### src/rtl/fpse_pkg.sv
// fpse_pkg: shared widths and types for the first-primes sum engine
// no dependencies; imported by fpse_rem_unit, first_primes_sum_engine_top and the bench
package fpse_pkg;

   localparam int CNT_W  = 17;   // request count width
   localparam int CAND_W = 21;   // candidate width, covers the largest count the port can carry
   localparam int DIV_W  = 11;   // odd trial divisor, sqrt of the largest candidate fits
   localparam int SQ_W   = 2 * DIV_W;
   localparam int SUM_W  = 40;
   localparam int LAST_W = 20;
   localparam int STEP_W = 5;    // counts CAND_W remainder steps

   typedef struct packed {
      logic done;      // remainder ready, one cycle
      logic is_zero;   // divisor divides the candidate
   } rem_stat_type;

endpackage

### src/rtl/first_primes_sum_engine_top.sv
// channel   | ports                                          | handshake
// request   | start, busy, req_prime_count                   | taken when start and not busy
// response  | rsp_valid, rsp_prime_sum, rsp_last_prime,      | one-cycle strobe, always taken
//           | rsp_bad_request                                |
//
// a good request above one runs trial division over odd candidates from 3 upward;
// each trial is a square compare followed by a run of the serial remainder unit
// (fpse_rem_unit), and each prime found takes one more compare, so a request's
// run time is data dependent; the response follows in the next cycle
// a bad request (zero or above MAX_PRIMES) answers on the next cycle and never goes busy
// reset is synchronous; the block is idle right after it, with no response pending
// the response cannot be stalled; start may be raised while the strobe is shown
// depends on fpse_pkg and fpse_rem_unit
module first_primes_sum_engine_top #(
   parameter int MAX_PRIMES = 65536
) (
   input  logic                          clock,
   input  logic                          reset,
   input  logic                          start,
   output logic                          busy,
   input  logic [fpse_pkg::CNT_W-1:0]    req_prime_count,
   output logic                          rsp_valid,
   output logic [fpse_pkg::SUM_W-1:0]    rsp_prime_sum,
   output logic [fpse_pkg::LAST_W-1:0]   rsp_last_prime,
   output logic                          rsp_bad_request
);
   import fpse_pkg::*;

   localparam logic [CAND_W-1:0] MaxPrimesW = CAND_W'(MAX_PRIMES);

   localparam logic [1:0] ST_IDLE  = 2'd0;
   localparam logic [1:0] ST_CHECK = 2'd1;
   localparam logic [1:0] ST_REM   = 2'd2;

   logic [1:0]        state_ff, state_in;
   logic [CAND_W-1:0] cand_ff, cand_in;
   logic [DIV_W-1:0]  div_ff, div_in;
   logic [CNT_W-1:0]  cnt_ff, cnt_in;
   logic [CNT_W-1:0]  target_ff, target_in;
   logic [SUM_W-1:0]  sum_ff, sum_in;
   logic              valid_ff, valid_in;
   logic [SUM_W-1:0]  out_sum_ff, out_sum_in;
   logic [LAST_W-1:0] out_last_ff, out_last_in;
   logic              out_bad_ff, out_bad_in;

   logic              accept;
   logic              bad_count;
   logic [SQ_W-1:0]   div_sq;
   logic [CNT_W-1:0]  cnt_next;
   logic              rem_start;
   rem_stat_type      rem_stat;

   fpse_rem_unit u_rem (
      .clock    (clock),
      .reset    (reset),
      .start    (rem_start),
      .dividend (cand_ff),
      .divisor  (div_ff),
      .stat     (rem_stat)
   );

   assign accept    = start && (state_ff == ST_IDLE);
   assign bad_count = (req_prime_count == '0) ||
                      ({{(CAND_W-CNT_W){1'b0}}, req_prime_count} > MaxPrimesW);
   assign div_sq    = {{DIV_W{1'b0}}, div_ff} * {{DIV_W{1'b0}}, div_ff};
   assign cnt_next  = cnt_ff + CNT_W'(1);

   always_comb begin
      state_in    = state_ff;
      cand_in     = cand_ff;
      div_in      = div_ff;
      cnt_in      = cnt_ff;
      target_in   = target_ff;
      sum_in      = sum_ff;
      valid_in    = 1'b0;
      out_sum_in  = out_sum_ff;
      out_last_in = out_last_ff;
      out_bad_in  = out_bad_ff;
      rem_start   = 1'b0;
      case (state_ff)
         ST_IDLE: begin
            if (accept) begin
               if (bad_count) begin
                  valid_in    = 1'b1;
                  out_sum_in  = '0;
                  out_last_in = '0;
                  out_bad_in  = 1'b1;
               end else if (req_prime_count == CNT_W'(1)) begin
                  // the prime 2 alone
                  valid_in    = 1'b1;
                  out_sum_in  = SUM_W'(2);
                  out_last_in = LAST_W'(2);
                  out_bad_in  = 1'b0;
               end else begin
                  cand_in   = CAND_W'(3);
                  div_in    = DIV_W'(3);
                  cnt_in    = CNT_W'(1);
                  sum_in    = SUM_W'(2);
                  target_in = req_prime_count;
                  state_in  = ST_CHECK;
               end
            end
         end
         ST_CHECK: begin
            if (div_sq > {{(SQ_W-CAND_W){1'b0}}, cand_ff}) begin
               // no divisor up to the root: candidate is prime
               cnt_in = cnt_next;
               sum_in = sum_ff + {{(SUM_W-CAND_W){1'b0}}, cand_ff};
               if (cnt_next == target_ff) begin
                  valid_in    = 1'b1;
                  out_sum_in  = sum_ff + {{(SUM_W-CAND_W){1'b0}}, cand_ff};
                  out_last_in = cand_ff[LAST_W-1:0];
                  out_bad_in  = 1'b0;
                  state_in    = ST_IDLE;
               end else begin
                  cand_in = cand_ff + CAND_W'(2);
                  div_in  = DIV_W'(3);
               end
            end else begin
               rem_start = 1'b1;
               state_in  = ST_REM;
            end
         end
         ST_REM: begin
            if (rem_stat.done) begin
               if (rem_stat.is_zero) begin
                  cand_in = cand_ff + CAND_W'(2);
                  div_in  = DIV_W'(3);
               end else begin
                  div_in = div_ff + DIV_W'(2);
               end
               state_in = ST_CHECK;
            end
         end
         default: begin
            state_in = ST_IDLE;
         end
      endcase
   end

   always_ff @(posedge clock) begin
      if (reset) begin
         state_ff <= ST_IDLE;
         valid_ff <= 1'b0;
      end else begin
         state_ff <= state_in;
         valid_ff <= valid_in;
      end
   end

   always_ff @(posedge clock) begin
      cand_ff     <= cand_in;
      div_ff      <= div_in;
      cnt_ff      <= cnt_in;
      target_ff   <= target_in;
      sum_ff      <= sum_in;
      out_sum_ff  <= out_sum_in;
      out_last_ff <= out_last_in;
      out_bad_ff  <= out_bad_in;
   end

   assign busy            = (state_ff != ST_IDLE);
   assign rsp_valid       = valid_ff;
   assign rsp_prime_sum   = out_sum_ff;
   assign rsp_last_prime  = out_last_ff;
   assign rsp_bad_request = out_bad_ff;

endmodule

### src/rtl/fpse_rem_unit.sv
// fpse_rem_unit: bit-serial restoring remainder, one dividend bit per cycle
// depends on fpse_pkg for widths and the status struct
module fpse_rem_unit (
   input  logic                          clock,
   input  logic                          reset,
   input  logic                          start,
   input  logic [fpse_pkg::CAND_W-1:0]   dividend,
   input  logic [fpse_pkg::DIV_W-1:0]    divisor,
   output fpse_pkg::rem_stat_type        stat
);
   import fpse_pkg::*;

   localparam logic [STEP_W-1:0] StepLast = STEP_W'(CAND_W - 1);

   logic [CAND_W-1:0] shift_ff, shift_in;
   logic [DIV_W-1:0]  rem_ff, rem_in;
   logic [DIV_W-1:0]  div_ff, div_in;
   logic [STEP_W-1:0] step_ff, step_in;
   logic              run_ff, run_in;
   logic              done_ff, done_in;
   logic [DIV_W:0]    trial;
   logic [DIV_W-1:0]  diff;

   assign trial = {rem_ff, shift_ff[CAND_W-1]};
   // only used when trial >= divisor, so the difference fits DIV_W bits
   assign diff  = trial[DIV_W-1:0] - div_ff;

   always_comb begin
      shift_in = shift_ff;
      rem_in   = rem_ff;
      div_in   = div_ff;
      step_in  = step_ff;
      run_in   = run_ff;
      done_in  = 1'b0;
      if (start) begin
         shift_in = dividend;
         rem_in   = '0;
         div_in   = divisor;
         step_in  = '0;
         run_in   = 1'b1;
      end else if (run_ff) begin
         shift_in = {shift_ff[CAND_W-2:0], 1'b0};
         // restore when the trial value is below the divisor
         if (trial >= {1'b0, div_ff}) begin
            rem_in = diff;
         end else begin
            rem_in = trial[DIV_W-1:0];
         end
         step_in = step_ff + STEP_W'(1);
         if (step_ff == StepLast) begin
            run_in  = 1'b0;
            done_in = 1'b1;
         end
      end
   end

   always_ff @(posedge clock) begin
      if (reset) begin
         run_ff  <= 1'b0;
         done_ff <= 1'b0;
      end else begin
         run_ff  <= run_in;
         done_ff <= done_in;
      end
   end

   always_ff @(posedge clock) begin
      shift_ff <= shift_in;
      rem_ff   <= rem_in;
      div_ff   <= div_in;
      step_ff  <= step_in;
   end

   assign stat.done    = done_ff;
   assign stat.is_zero = (rem_ff == '0);

endmodule

### config.mk
export PLATFORM = sky130hd
export DESIGN_NAME = first_primes_sum_engine_top
export DESIGN_NICKNAME = d
export VERILOG_FILES = /design/src/rtl/fpse_pkg.sv /design/src/rtl/first_primes_sum_engine_top.sv /design/src/rtl/fpse_rem_unit.sv
export SDC_FILE = /design/constraint.sdc
export NUM_CORES = 1
export LEC_CHECK = 0
export ABC_AREA = 1
export BUFFER_PORTS_ARGS = -buffer_cell sky130_fd_sc_hd__buf_2
export CORE_MARGIN = 4
export CORE_UTILIZATION = 53
export DETAILED_ROUTE_END_ITERATION = 10
export PLACE_DENSITY = 0.71
export SYNTH_ARGS = -nofsm -noshare
export SYNTH_HDL_FRONTEND = slang
export SYNTH_SLANG_ARGS = --single-unit
### constraint.sdc
create_clock -name clock -period 10.9 [get_ports clock]
set_input_delay 0 -clock clock [delete_from_list [all_inputs] [get_ports clock]]
set_output_delay 0 -clock clock [all_outputs]
set_load 0.05 [all_outputs]
==> metrics <==
all-layer global routing usage 22.13%; largest net degree at the start of global routing 57; CTS-repair resized insts 0; top library cells by usage in the layout, fill and taps aside sky130_fd_sc_hd__nand2_1 (355), sky130_fd_sc_hd__inv_1 (314), sky130_fd_sc_hd__edfxtp_1 (196), sky130_fd_sc_hd__nor2_1 (125), sky130_fd_sc_hd__ha_1 (114); final count of pins violating max slew 0; number of standard cells after synthesis 1,711; initial antenna violation count 0; number of rows in the core area 61; data arrival time at the worst-slack endpoint 8.75 ns; net total in the final layout 2,012; final-report hold violation count 0; clock slew at reported path FFs 0.06 ns; worst-case register-to-register setup slack 2.37 ns; number of clock buffers inserted by TritonCTS 24; fraction of layout cells with a size suffix above 1 9.503%; DIE AREA 0.03136 mm²; die span in x 177.1 µm; dpl hpwl 26,260 µm; number of library cell types mapped by synthesis 54; crit end category register; final worst-path cycle share 78.26%; combined buffer and inverter count along the critical path 4; number of warning messages in the yosys log 0; Post-synth EDFFs 196; final routed wirelength across all metal layers 34,540 µm; detailed router's first-iteration violation count 1,023; H-Tree Level Count 1; fraction of synthesis flops using an asynchronous set or reset pin 0%; DR DRC count 0; cells on worst reg2reg path 29; first-pass GRT wire length 56,790 µm; critical path start-end classification reg2reg; status completed; final routed wire length divided by cell count 15.64 µm; Worst R2R End rsp_prime_sum[15]; setup tns final 0 ns; largest fanout on the critical path 43; growth of design area from synthesis to finish 11.66%; Fmax achieved 0.1172 GHz; sequential area share after synthesis 41.61%; critical path's slowest cell sky130_fd_sc_hd__a211oi_4; highest-utilization routing layer at the global route stage met2; per-instance average area after synthesis 8.858 µm²; Reg2Reg Launch Point div_ff[5]; synthesis-stage register bit count 217; input/output buffers 82; clock tree skew after final layout 0.02458 ns; vias per cell 5.314; met3 GRT Util 2.948%; startpoint of the tightest hold check path req_prime_count[10]; Least-Margin Pin Slew 1.017 ns; number of max-cap violations 0; routability-driven placement congestion ratio 0.9282; initial cell density of the core 54.11%; Post-synth top flop sky130_fd_sc_hd__edfxtp_1; met2 capacity usage during global routing 37.12%; kind of cell with the highest combined delay on the critical path adder cells; clock latency on the worst-skew pair 0.54 ns; Largest stage delay, worst path 0.83 ns; Boundary Pins 83; DR pass1 iterations 6; WP data required 11.12 ns; cell repeated most along the worst path sky130_fd_sc_hd__nand2_1; unrepaired setup endpoints after global routing false; core area 0.02801 mm²; Clock Path Buffers 3; die span in y 177.1 µm; clock sink count 217; crit path time final 8.531 ns; via count of the first global-routing pass 11,527; path category of the worst min-delay check in2reg; headroom to the max-slew limit 32.13%; antenna cell count 0; GR met1 Demand/Resource 30.91%; clock tree from TritonCTS yes; cell area after synthesis 0.01516 mm²; Root Buffer sky130_fd_sc_hd__clkbuf_16; destination of the worst hold path target_ff[10]; commonest non-fill, non-tap cell in the layout sky130_fd_sc_hd__nand2_1; crit path launch type register; Antenna Nets Post-Route 0; net count of the mapped netlist 1,910; number of setup violations in the final report 0; total overflow reported by the global router 0; Min-Delay Path Depth 2; via count 11,739
## flip-flops by register name, summed over array words and instances, names as in the netlist
signal / flops
rsp_prime_sum: 40
sum_ff: 40
u_rem.shift_ff: 21
target_ff: 17
cand_ff: 20
u_rem.div_ff: 10
u_rem.done_ff: 1
rsp_bad_request: 1
u_rem.step_ff: 5
state_ff: 2
div_ff: 10
cnt_ff: 17
u_rem.rem_ff: 11
rsp_last_prime: 20
u_rem.run_ff: 1
rsp_valid: 1
## synthesized netlist by cell type, drive strengths merged (8+ instances only)
cell	n	area (µm²)
nand4	22	137.6
o21a	12	90.09
xor2	38	332.8
clkbuf	23	87.58
dfxtp	21	420.4
nor4	8	56.30
edfxtp	196	5886
nand3b	10	75.07
nand2	366	1411
ha	115	1439
inv	319	1197
fa	64	1281
buf	9	47.54
nand3	71	375.4
a31oi	11	68.82
nor2	143	628.1
a21oi	109	556.8
o21bai	9	75.07
o21ai	93	465.5
xnor2	13	113.9
nor3	28	156.4
## through the flow
step	instances	setup WS, ns	utilization (%)	hold slack (ns)	area (µm²)
floorplan	1711	1.898	-	0.06244	15160
global placement	2146	2.495	57.09	0.1943	15990
detailed placement	2146	2.369	57.09	0.1955	15990
CTS	2209	2.350	60.42	0.1725	16920
global route	2209	1.589	60.42	0.1868	16920
finish	2209	2.369	60.42	0.1933	16920
## per-layer routing
| layer | part of all wire [%] | up-vias |
|---|---|---|
| met1 | 45 | 5502 |
| met3 | 6.4 | 49 |
| li1 | - | 5826 |
| met2 | 47 | 362 |
| met5 | 0 | - |
| met4 | 2.0 | 0 |
## final cells by class
| class | instances | area [µm²] |
|---|---|---|
| clock inverters | 17 | 130.1 |
| well taps | 378 | 473.0 |
| fillers | 2437 | 11090 |
| repair buffers | 108 | 665.6 |
| multi-input cells | 1143 | 7540 |
| flip-flops and latches | 217 | 6306 |
| clock buffers | 27 | 611.8 |
| inverters | 319 | 1197 |
## timing repair
| item | 4_1_cts | 5_1_grt |
|---|---|---|
| endpoints found under the setup margin | 0 | 0 |
| buffers inserted | 0 | 0 |
| endpoints found under the hold margin | 25 | 0 |
| hold buffers | 19 | 0 |
## how the worst max path moves through the flow
| stage | startpoint | end | depth (start not counted) | slack [ns] |
|---|---|---|---|---|
| 2_1_floorplan | div_ff[2] | rsp_bad_request | 28 | 1.90 |
| 3_3_place_gp | div_ff[2] | rsp_last_prime[15] | 28 | 2.50 |
| 3_5_place_dp | div_ff[2] | rsp_last_prime[12] | 28 | 2.37 |
| 4_1_cts | div_ff[2] | rsp_prime_sum[20] | 28 | 2.35 |
| 5_1_grt | div_ff[2] | rsp_prime_sum[15] | 27 | 1.59 |
| 6_report | div_ff[5] | rsp_prime_sum[15] | 29 | 2.37 |
## worst reg2reg max path, delay by kind of cell (launching register included)
kind | cells | cell delay, ns
xor gates and xnor gates | 2 | 0.37
buffers and inverters | 4 | 0.83
DFF | 1 | 0.80
AOI/OAI and AO/OA | 8 | 2.00
and+or+nand+nor | 8 | 1.32
adders and majority gates | 7 | 2.89
## cells by family after synthesis
| family | after synthesis | share of synthesized area, % |
|---|---|---|
| flip-flops | 217 | 41.61 |
| AO/OA/AOI/OAI | 258 | 9.560 |
| adder cells (fa/ha/maj) | 179 | 17.95 |
| buffers and inverters | 351 | 8.792 |
| XOR/XNOR | 52 | 3.096 |
| AND/OR/NAND/NOR | 654 | 19.00 |
Power is left out: the tool's default activity adds up to more than one toggle a clock period on the data nets, which glitch-free logic cannot reach.
